File: src/sv/cits_pkg.sv
// Shared types and constants for the camera/IMU trigger sequencer.
// No dependencies.
package cits_pkg;

    typedef struct packed {
        logic [2:0]  operation;
        logic [2:0]  requested_state;
        logic [19:0] sample_count;
        logic [16:0] frame_rate;
        logic [31:0] time_value;
        logic        pin_level;
    } in_item_t;

    typedef struct packed {
        logic [2:0]  kind;
        logic [31:0] time_out;
        logic [31:0] frames_first;
        logic [31:0] frames_second;
        logic        camera_index;
        logic [1:0]  current_state;
        logic [2:0]  error_code;
        logic        last;
    } out_item_t;

    localparam logic [2:0] OP_REQ  = 3'd0;
    localparam logic [2:0] OP_IMU  = 3'd1;
    localparam logic [2:0] OP_CAM1 = 3'd2;
    localparam logic [2:0] OP_CAM2 = 3'd3;
    localparam logic [2:0] OP_TRIG = 3'd4;

    localparam logic [1:0] ST_STOP    = 2'd0;
    localparam logic [1:0] ST_CAL_IMU = 2'd1;
    localparam logic [1:0] ST_CAL_CAM = 2'd2;
    localparam logic [1:0] ST_RUN     = 2'd3;

    localparam logic [2:0] K_ACK      = 3'd0;
    localparam logic [2:0] K_IMU_TS   = 3'd1;
    localparam logic [2:0] K_IMU_SMP  = 3'd2;
    localparam logic [2:0] K_CAM_TS   = 3'd3;
    localparam logic [2:0] K_IMU_DONE = 3'd4;
    localparam logic [2:0] K_CAM_DONE = 3'd5;
    localparam logic [2:0] K_CMP      = 3'd6;
    localparam logic [2:0] K_ERR      = 3'd7;

    localparam logic [2:0] E_BAD_STATE = 3'd0;
    localparam logic [2:0] E_ILLEGAL   = 3'd1;
    localparam logic [2:0] E_CAM1      = 3'd2;
    localparam logic [2:0] E_CAM2      = 3'd3;
    localparam logic [2:0] E_ZERO_RATE = 3'd4;

    localparam logic [1:0] ADDR_PULSE_WIDTH = 2'd0;

    // controller -> datapath
    typedef struct packed {
        logic load;      // capture input item, decode
        logic div_start; // start period division
        logic mul_start; // start compare multiply
        logic finish;    // commit state and build results
    } dp_cmd_t;

    // datapath -> controller
    typedef struct packed {
        logic need_div;
        logic need_mul;
        logic div_done;
        logic mul_done;
        logic [1:0] nres;
    } dp_stat_t;

endpackage

File: src/sv/camera_imu_trigger_sequencer.sv
// Camera/IMU trigger sequencer top: APB register, controller, datapath.
// Results are registered in the controller after a decode state; a camera-cal request
// first runs the serial divider, and a trigger falling edge that needs a compare runs the multiplier.
// One item at a time: a new input is taken only once all results of the last one are out.
// Reset (rst_n async low): state STOP, counters zero, pulse_width 100.
// Depends on cits_pkg, cits_control, cits_datapath.
module camera_imu_trigger_sequencer
    import cits_pkg::*;
#(
    parameter int TICKS_PER_SECOND = 1000000
)
(
    input  logic        clk,
    input  logic        rst_n,
    input  logic        in_valid,
    output logic        in_ready,
    input  in_item_t    in_data,
    output logic        out_valid,
    input  logic        out_ready,
    output out_item_t   out_data,
    input  logic        psel,
    input  logic        penable,
    input  logic        pwrite,
    input  logic [1:0]  paddr,
    input  logic [31:0] pwdata,
    output logic [31:0] prdata,
    output logic        pready
);

    logic [15:0] pulse_width_reg;
    dp_cmd_t     cmd;
    dp_stat_t    stat;
    out_item_t   res0, res1;

    // config: single register at byte 0
    assign pready = 1'b1;
    assign prdata = (paddr == ADDR_PULSE_WIDTH) ? {16'd0, pulse_width_reg} : 32'd0;

    always_ff @(posedge clk or negedge rst_n)
    begin
        if (!rst_n)
            pulse_width_reg <= 16'd100;
        else if (psel && penable && pwrite && paddr == ADDR_PULSE_WIDTH)
            pulse_width_reg <= pwdata[15:0];
    end

    cits_control u_ctl (
        .clk(clk), .rst_n(rst_n), .in_valid(in_valid), .in_ready(in_ready),
        .stat(stat), .cmd(cmd), .res0(res0), .res1(res1),
        .out_valid(out_valid), .out_ready(out_ready), .out_data(out_data)
    );

    cits_datapath #(.TICKS(TICKS_PER_SECOND)) u_dp (
        .clk(clk), .rst_n(rst_n), .cmd(cmd), .stat(stat), .item(in_data),
        .pulse_width(pulse_width_reg), .res0(res0), .res1(res1)
    );

`ifndef SYNTH
    // no new input while a result transfer is pending
    a_busy: assert property (@(posedge clk) disable iff (!rst_n)
        out_valid |-> !in_ready) else $error("input taken during output");
    // divider and multiplier never started together
    a_one_unit: assert property (@(posedge clk) disable iff (!rst_n)
        !(cmd.div_start && cmd.mul_start)) else $error("both units started");
`endif

endmodule

File: src/sv/cits_datapath.sv
// Datapath: sequencer state, serial divider and multiplier, result builder.
// Depends on cits_pkg.
module cits_datapath
    import cits_pkg::*;
#(
    parameter int TICKS = 1000000
)
(
    input  logic        clk,
    input  logic        rst_n,
    input  dp_cmd_t     cmd,
    output dp_stat_t    stat,
    input  in_item_t    item,
    input  logic [15:0] pulse_width,
    output out_item_t   res0,
    output out_item_t   res1
);

    localparam int TW = $clog2(TICKS + 1);
    localparam logic [TW-1:0] TICKS_V = TW'(TICKS);

    in_item_t    it_reg;
    logic [1:0]  board_reg;
    logic        halted_reg;
    logic [19:0] imu_count_reg, imu_target_reg, cam_target_reg, period_reg;
    logic        imu_done_reg;
    logic [31:0] origin_reg, trig_count_reg, start0_reg, start1_reg, end0_reg;
    logic [31:0] fc0_reg, fc1_reg;

    // restoring divider, one quotient bit per cycle
    logic [TW-1:0] dq_reg;
    logic [16:0]   drem_reg;
    logic [5:0]    dcnt_reg;
    logic          dbusy_reg, ddone_reg;
    logic [17:0]   dtrial;
    // shift-add multiplier, trigger_count+1 by period, one bit per cycle
    logic [31:0]   macc_reg, mcand_reg;
    logic [19:0]   mplier_reg;
    logic [4:0]    mcnt_reg;
    logic          mbusy_reg, mdone_reg;

    logic active, is_req, bad_val, illegal, zero_rate;
    logic [31:0] d_cam, comp, end_cmp;
    logic [19:0] period_sat;
    logic        cam_sel;
    logic [31:0] st_sel;
    logic        need_div_c, need_mul_c;
    logic [1:0]  nres_c;

    assign active  = board_reg[1];
    assign is_req  = (it_reg.operation == OP_REQ);
    assign bad_val = it_reg.requested_state[2];
    assign illegal = (it_reg.requested_state[1:0] == ST_STOP    && board_reg == ST_STOP)
                  || (it_reg.requested_state[1:0] == ST_CAL_IMU && board_reg != ST_STOP)
                  || (it_reg.requested_state[1:0] == ST_CAL_CAM && board_reg != ST_CAL_IMU)
                  || (it_reg.requested_state[1:0] == ST_RUN     && board_reg != ST_CAL_CAM);
    assign zero_rate = (it_reg.requested_state[1:0] == ST_CAL_CAM) && (it_reg.frame_rate == '0);
    assign cam_sel = it_reg.operation[0];
    assign st_sel  = cam_sel ? start1_reg : start0_reg;
    assign d_cam   = it_reg.time_value - st_sel;
    assign dtrial  = {drem_reg, dq_reg[TW-1]} - {1'b0, it_reg.frame_rate};
    assign period_sat = (dq_reg > TW'(20'hFFFFF)) ? 20'hFFFFF : 20'(dq_reg);

    always_comb
    begin
        logic [31:0] d;
        d = end0_reg - start0_reg;
        comp = '0;
        if (fc0_reg != '0 && !d[31])
            comp = {1'b0, d[31:1]};
    end
    assign end_cmp = origin_reg + macc_reg - comp;

    assign need_div_c = !halted_reg && is_req && !bad_val && !illegal && !zero_rate
                     && it_reg.requested_state[1:0] == ST_CAL_CAM;
    assign need_mul_c = !halted_reg && it_reg.operation == OP_TRIG && !it_reg.pin_level
                     && active && ({12'd0, cam_target_reg} > fc1_reg + 32'd1);

    always_comb
    begin
        stat.need_div = need_div_c;
        stat.need_mul = need_mul_c;
        stat.div_done = ddone_reg;
        stat.mul_done = mdone_reg;
        stat.nres     = nres_c;
    end

    // result build (combinational from loaded item and current state)
    always_comb
    begin
        out_item_t r0, r1;
        logic [1:0] n;
        logic [1:0] ns;
        r0 = '0; r1 = '0; n = 2'd0; ns = board_reg;
        if (!halted_reg)
        begin
            case (it_reg.operation)
                OP_REQ:
                begin
                    n = 2'd1;
                    r0.kind = K_ERR;
                    if (bad_val) r0.error_code = E_BAD_STATE;
                    else if (illegal) r0.error_code = E_ILLEGAL;
                    else if (zero_rate) r0.error_code = E_ZERO_RATE;
                    else
                    begin
                        r0.kind = K_ACK;
                        ns = it_reg.requested_state[1:0];
                        if (ns == ST_CAL_IMU && imu_count_reg == it_reg.sample_count)
                        begin
                            n = 2'd2; r1.kind = K_IMU_DONE;
                        end
                        else if (ns == ST_CAL_CAM)
                        begin
                            n = 2'd2; r1.kind = K_CMP;
                            r1.time_out = it_reg.time_value + {12'd0, period_sat};
                        end
                    end
                end
                OP_IMU:
                begin
                    if (board_reg == ST_CAL_IMU && !imu_done_reg)
                    begin
                        n = 2'd1; r0.kind = K_IMU_TS; r0.time_out = it_reg.time_value;
                        if (imu_count_reg + 20'd1 == imu_target_reg)
                        begin
                            n = 2'd2; r1.kind = K_IMU_DONE;
                        end
                    end
                    else if (active)
                    begin
                        n = 2'd1; r0.kind = K_IMU_SMP; r0.time_out = it_reg.time_value;
                    end
                end
                OP_CAM1, OP_CAM2:
                begin
                    if (active && !it_reg.pin_level)
                    begin
                        n = 2'd1;
                        if (d_cam > {12'd0, period_reg})
                        begin
                            r0.kind = K_ERR;
                            r0.error_code = cam_sel ? E_CAM2 : E_CAM1;
                        end
                        else
                        begin
                            r0.kind = K_CAM_TS;
                            r0.time_out = st_sel + {1'b0, d_cam[31:1]};
                            r0.frames_first = (cam_sel ? fc1_reg : fc0_reg) + 32'd1;
                            r0.camera_index = cam_sel;
                            if (cam_sel && fc1_reg + 32'd1 == {12'd0, cam_target_reg})
                            begin
                                n = 2'd2; r1.kind = K_CAM_DONE;
                                r1.frames_first = fc0_reg;
                                r1.frames_second = fc1_reg + 32'd1;
                            end
                        end
                    end
                end
                OP_TRIG:
                begin
                    if (it_reg.pin_level)
                    begin
                        n = 2'd1; r0.kind = K_CMP;
                        r0.time_out = it_reg.time_value + {16'd0, pulse_width};
                    end
                    else if (need_mul_c)
                    begin
                        n = 2'd1; r0.kind = K_CMP; r0.time_out = end_cmp;
                    end
                end
                default: n = 2'd0;
            endcase
        end
        r0.current_state = ns; r1.current_state = ns;
        r0.last = (n == 2'd1); r1.last = 1'b1;
        res0 = r0; res1 = r1; nres_c = n;
    end

    always_ff @(posedge clk)
    begin
        if (cmd.load) it_reg <= item;
    end

    always_ff @(posedge clk or negedge rst_n)
    begin
        if (!rst_n)
        begin
            dbusy_reg <= 1'b0; ddone_reg <= 1'b0; mbusy_reg <= 1'b0; mdone_reg <= 1'b0;
            dq_reg <= '0; drem_reg <= '0; dcnt_reg <= '0;
            macc_reg <= '0; mcand_reg <= '0; mplier_reg <= '0; mcnt_reg <= '0;
        end
        else
        begin
            ddone_reg <= 1'b0;
            mdone_reg <= 1'b0;
            if (cmd.div_start)
            begin
                dbusy_reg <= 1'b1; dq_reg <= TICKS_V; drem_reg <= '0;
                dcnt_reg <= 6'(TW);
            end
            else if (dbusy_reg)
            begin
                if (!dtrial[17])
                begin
                    drem_reg <= dtrial[16:0];
                    dq_reg <= {dq_reg[TW-2:0], 1'b1};
                end
                else
                begin
                    drem_reg <= {drem_reg[15:0], dq_reg[TW-1]};
                    dq_reg <= {dq_reg[TW-2:0], 1'b0};
                end
                dcnt_reg <= dcnt_reg - 6'd1;
                if (dcnt_reg == 6'd1)
                begin
                    dbusy_reg <= 1'b0; ddone_reg <= 1'b1;
                end
            end
            if (cmd.mul_start)
            begin
                mbusy_reg <= 1'b1; macc_reg <= '0;
                mcand_reg <= trig_count_reg + 32'd1; mplier_reg <= period_reg;
                mcnt_reg <= 5'd20;
            end
            else if (mbusy_reg)
            begin
                if (mplier_reg[0]) macc_reg <= macc_reg + mcand_reg;
                mcand_reg <= {mcand_reg[30:0], 1'b0};
                mplier_reg <= {1'b0, mplier_reg[19:1]};
                mcnt_reg <= mcnt_reg - 5'd1;
                if (mcnt_reg == 5'd1)
                begin
                    mbusy_reg <= 1'b0; mdone_reg <= 1'b1;
                end
            end
        end
    end

    // state commit
    always_ff @(posedge clk or negedge rst_n)
    begin
        if (!rst_n)
        begin
            board_reg <= ST_STOP; halted_reg <= 1'b0;
            imu_count_reg <= '0; imu_target_reg <= '0; imu_done_reg <= 1'b0;
            cam_target_reg <= '0; period_reg <= '0; origin_reg <= '0;
            trig_count_reg <= '0; start0_reg <= '0; start1_reg <= '0;
            end0_reg <= '0; fc0_reg <= '0; fc1_reg <= '0;
        end
        else if (cmd.finish)
        begin
            board_reg <= res0.current_state;
            if (stat.nres != 2'd0 && res0.kind == K_ERR) halted_reg <= 1'b1;
            if (!halted_reg)
            begin
                case (it_reg.operation)
                    OP_REQ:
                    begin
                        if (res0.kind == K_ACK)
                        begin
                            case (it_reg.requested_state[1:0])
                                ST_STOP:
                                begin
                                    imu_count_reg <= '0; imu_done_reg <= 1'b0;
                                    fc0_reg <= '0; fc1_reg <= '0;
                                end
                                ST_CAL_IMU:
                                begin
                                    imu_target_reg <= it_reg.sample_count;
                                    if (imu_count_reg == it_reg.sample_count)
                                        imu_done_reg <= 1'b1;
                                end
                                ST_CAL_CAM:
                                begin
                                    cam_target_reg <= it_reg.sample_count;
                                    period_reg <= period_sat;
                                    origin_reg <= it_reg.time_value;
                                end
                                default: ;
                            endcase
                        end
                    end
                    OP_IMU:
                    begin
                        if (res0.kind == K_IMU_TS && stat.nres != 2'd0)
                        begin
                            imu_count_reg <= imu_count_reg + 20'd1;
                            if (stat.nres == 2'd2) imu_done_reg <= 1'b1;
                        end
                    end
                    OP_CAM1, OP_CAM2:
                    begin
                        if (active)
                        begin
                            if (it_reg.pin_level)
                            begin
                                if (cam_sel) start1_reg <= it_reg.time_value;
                                else start0_reg <= it_reg.time_value;
                            end
                            else if (res0.kind == K_CAM_TS)
                            begin
                                if (cam_sel) fc1_reg <= fc1_reg + 32'd1;
                                else
                                begin
                                    fc0_reg <= fc0_reg + 32'd1;
                                    end0_reg <= it_reg.time_value;
                                end
                            end
                        end
                    end
                    OP_TRIG:
                        if (it_reg.pin_level) trig_count_reg <= trig_count_reg + 32'd1;
                    default: ;
                endcase
            end
        end
    end

endmodule

File: src/sv/cits_control.sv
// Controller: sequences load, divide/multiply and result transfers.
// Depends on cits_pkg.
module cits_control
    import cits_pkg::*;
(
    input  logic      clk,
    input  logic      rst_n,
    input  logic      in_valid,
    output logic      in_ready,
    input  dp_stat_t  stat,
    output dp_cmd_t   cmd,
    input  out_item_t res0,
    input  out_item_t res1,
    output logic      out_valid,
    input  logic      out_ready,
    output out_item_t out_data
);

    typedef enum logic [2:0] {S_IDLE, S_DEC, S_DIV, S_MUL, S_OUT0, S_OUT1} state_t;

    state_t    state_reg;
    out_item_t hold_reg;
    out_item_t hold1_reg;
    logic      valid_reg;

    assign in_ready  = (state_reg == S_IDLE);
    assign out_valid = valid_reg;
    assign out_data  = hold_reg;

    always_comb
    begin
        cmd.load      = in_valid && in_ready;
        cmd.div_start = (state_reg == S_DEC) && stat.need_div;
        cmd.mul_start = (state_reg == S_DEC) && stat.need_mul;
        cmd.finish    = 1'b0;
        if (state_reg == S_DEC && !stat.need_div && !stat.need_mul) cmd.finish = 1'b1;
        if (state_reg == S_DIV && stat.div_done) cmd.finish = 1'b1;
        if (state_reg == S_MUL && stat.mul_done) cmd.finish = 1'b1;
    end

    always_ff @(posedge clk or negedge rst_n)
    begin
        if (!rst_n)
        begin
            state_reg <= S_IDLE;
            valid_reg <= 1'b0;
            hold_reg  <= '0;
            hold1_reg <= '0;
        end
        else
        begin
            case (state_reg)
                S_IDLE: if (cmd.load) state_reg <= S_DEC;
                S_DEC, S_DIV, S_MUL:
                begin
                    if (cmd.div_start) state_reg <= S_DIV;
                    else if (cmd.mul_start) state_reg <= S_MUL;
                    else if (cmd.finish)
                    begin
                        if (stat.nres == 2'd0) state_reg <= S_IDLE;
                        else
                        begin
                            // both results built from pre-commit state
                            valid_reg <= 1'b1;
                            hold_reg  <= res0;
                            hold1_reg <= res1;
                            state_reg <= (stat.nres == 2'd2) ? S_OUT1 : S_OUT0;
                        end
                    end
                end
                S_OUT1:
                    if (out_ready)
                    begin
                        hold_reg  <= hold1_reg;
                        state_reg <= S_OUT0;
                    end
                S_OUT0:
                    if (out_ready)
                    begin
                        valid_reg <= 1'b0;
                        state_reg <= S_IDLE;
                    end
                default: state_reg <= S_IDLE;
            endcase
        end
    end

endmodule

File: config.mk
export PLATFORM = sky130hd
export DESIGN_NAME = camera_imu_trigger_sequencer
export DESIGN_NICKNAME = d
export VERILOG_FILES = /design/src/sv/cits_pkg.sv /design/src/sv/camera_imu_trigger_sequencer.sv /design/src/sv/cits_datapath.sv /design/src/sv/cits_control.sv
export SDC_FILE = /design/constraint.sdc
export NUM_CORES = 2
export LEC_CHECK = 0
export ABC_AREA = 1
export BUFFER_PORTS_ARGS = -buffer_cell sky130_fd_sc_hd__buf_2
export CAP_MARGIN = 20
export CORE_MARGIN = 3
export CORE_UTILIZATION = 36
export CTS_CLUSTER_DIAMETER = 50
export CTS_CLUSTER_SIZE = 8
export DETAILED_ROUTE_END_ITERATION = 10
export PLACE_DENSITY = 0.52
export SLEW_MARGIN = 20
export SYNTH_ARGS = -nofsm -noshare
export SYNTH_HDL_FRONTEND = slang
export SYNTH_SLANG_ARGS = --single-unit
File: constraint.sdc
create_clock -name clk -period 8.24 [get_ports clk]
set_input_delay 0.824 -clock clk [delete_from_list [all_inputs] [get_ports clk]]
set_output_delay 0.824 -clock clk [all_outputs]
set_load 0.02 [all_outputs]
==> flow_metrics.tcl <==
set metrics [dict create \
    synth_top_family_by_area "simple AND/OR/NAND/NOR gates" \
    wl_per_cell_um 21.39 \
    synth_edf_count 76 \
    worstPathRequired_ps 8920 \
    htreeDepth 4 \
    muxShareOfSynthArea_pct 0.1749 \
    cts_resized 0 \
    netlist_top_cells_count "nand2_1, inv_1, dfrtp_1" \
    setup_slack_ps 1156 \
    synthCells 7194 \
    final_cells 9312 \
    synth-seq-cells 748 \
    crit_top_cell "o21ai_0" \
    dp_slack_ps 1309 \
    die_h_um 384.2 \
    remaining_drc_errors 0 \
    netlist_area_um2 51500 \
    status "finished, final reports clean" \
    dp_hpwl_um 153200 \
    yosys.cell_types.count 63 \
    critPathLaunchType "flip-flop" \
    clock_path_buffers 3 \
    irDropWorstVdd_mv 0.3019 \
    drive_gt1_share_pct 7.910 \
    post_cts_buffers 0 \
    rsz0062_at_grt "no" \
    synthToLayoutAreaGrowth_pct 13.74 \
    dieArea_um2 147600 \
    finalHoldViolations 0 \
    tns_ps 0 \
    port_buffers 224 \
    slew_headroom_pct 26.13 \
    coreArea_um2 141800 \
    vias 48917 \
    syn_avg_cell_area_um2 7.158 \
    tightest_slew_ps 1108 \
    hold_buffers 0 \
    fp.dieW_um 384.2 \
    initial_core_util_pct 36.33 \
    cp_max_fo 11 \
    synth.most_common_cell "nand2_1" \
    gp_congestion 0.9604 \
    root_buffer "clkbuf_16" \
    antenna_found_initial 5 \
    fin_hold_ws_ps 56.01 \
    grt_max_degree 146 \
    finalCritPeriodShare_pct 85.97 \
    rows 138 \
    yosys.area.top_type_share_pct 32.51 \
    largest_reg_flops 106 \
    clkSinkCount 748 \
    fin_skew_ps 41.10 \
    path_clk_slew_ps 50 \
    crit_path_top_delay_cell "a21boi_0" \
    yosys_most_used_dff "dfrtp_1" \
    cts_buffers 132 \
    io_pins 258 \
    max_cap_viol_count 0 \
    via_per_inst 5.253 \
    wirelength_um 199100 \
    synth_simple_gate_area_share_pct 28.11 \
    fin_crit_ps 7084 \
    synth_compound_area_share_pct 12.55 \
    clk_latency_ps 750 \
    synth-xor-area-share_pct 4.782 \
    ys_seq_area_share_pct 37.09 \
    slowest_delay_ps 620 \
    grt_usage_pct 26.74 \
    power.leakage_nw 28.66 \
    finalSetupViolations 0 \
    synthArstFlopShare_pct 89.84 \
    critical_path_class "flip-flop to flip-flop" \
    cp.arrival_ps 7760 \
    first_iter_violations 4149 \
    synthAdderAreaFrac_pct 7.755 \
    grt_first_pass_wirelength_um 298700 \
    nets 7747 \
    utilization_pct 41.32 \
    place_inst 9089 \
    crit_path_end_kind "flip-flop" \
    yosys_warnings 0 \
    p_per_area_nw_per_um2 379.7 \
    hp-class "primary input to async pin" \
    fmaxAchievable_mhz 141.2 \
    antenna_left 0 \
    firstDrtPassIters 5 \
    yosysTopAreaCell "dfrtp_1" \
    grt_pass1_vias 46866 \
    grt_overflow 0 \
    cts_tree "done" \
    synth_area_leaders "dfrtp_1, nand2_1, inv_1, ha_1, o21ai_0" \
    maxSlewViolCount 0 \
]
## worst max-delay path: cells and delay by family (launching register included)
kind / cells / cell delay (ps)
flops: 1 / 360
buf+inv: 2 / 250
xor+xnor: 1 / 210
fa+ha+maj: 3 / 1330
compound gates: 14 / 3940
simple gates: 9 / 880
## layer usage
| metal | share of wire [%] | vias to the layer above | track usage [%] |
|---|---|---|---|
| li1 | - | 23655 | - |
| met2 | 43 | 1517 | 40.36 |
| met5 | 0.0070 | - | 0 |
| met4 | 3.4 | 2 | 9.123 |
| met3 | 6.4 | 274 | 4.527 |
| met1 | 47 | 23469 | 38.48 |
## metrics by stage
| stage | instance area, µm² | total power (W) |
|---|---|---|
| after floorplan | 51550 | 0.01294 |
| after global placement | 54360 | 0.01682 |
| after detailed placement | 54390 | 0.01680 |
| after CTS | 58570 | 0.02221 |
| after global routing | 58570 | 0.02387 |
| final | 58570 | 0.02224 |
## cell type report
class | instances | area [µm²]
Multi-Input combinational cell | 5219 | 27640
Sequential cell | 748 | 19100
Timing Repair Buffer | 289 | 1739
Fill cell | 15030 | 83180
Antenna cell | 1 | 2.502
Clock inverter | 37 | 454.2
Tap cell | 1890 | 2365
Clock buffer | 185 | 3729
Inverter | 943 | 3541
## report_power, final
| part | switching, W | total (W) | internal (W) |
|---|---|---|---|
| Combinational | 0.00855 | 0.0122 | 0.00365 |
| Clock | 0.00192 | 0.00524 | 0.00332 |
| Sequential | 0.000540 | 0.00480 | 0.00426 |
| Total | 0.0110 | 0.0222 | 0.0112 |
## cell families after synthesis
group / after synthesis
simple gates: 3434
compound gates: 1185
mux: 8
flops: 748
buf+inv: 1242
fa+ha+maj: 297
xor+xnor: 278
other cells: 2
## layout by cell type, fill, tap and decap left out, drive strengths merged, types with 41 or more instances in the layout
cell and count:
nand2 2062, nor2 585, buf 289, ha 260
dfrtp 669, o22ai 47, o21ai 664, clkbuf 185
nand3 347, nor3 111, inv 940, nand4 205
xnor2 97, nor4 41, edfxtp 76, or2 46
a21oi 293, xor2 179
## final timing paths
check                                    from                  end  slack [ps]  cells after the start
min in group clk                  in_data[19]      u_dp.it_reg[19]         250                      1
hold reg to reg            u_ctl.out_data[34]   u_ctl.out_data[34]         460                      2
max in group asynchronous               rst_n  u_ctl.hold1_reg[19]        6280                      3
hold / removal                          rst_n   u_dp.start1_reg[9]          60                      1
setup / recovery           u_dp.start0_reg[2]   u_ctl.out_data[93]        1160                     29
setup reg to reg           u_dp.start0_reg[2]   u_ctl.out_data[93]        1160                     29
(Power assumes the default switching activity.)
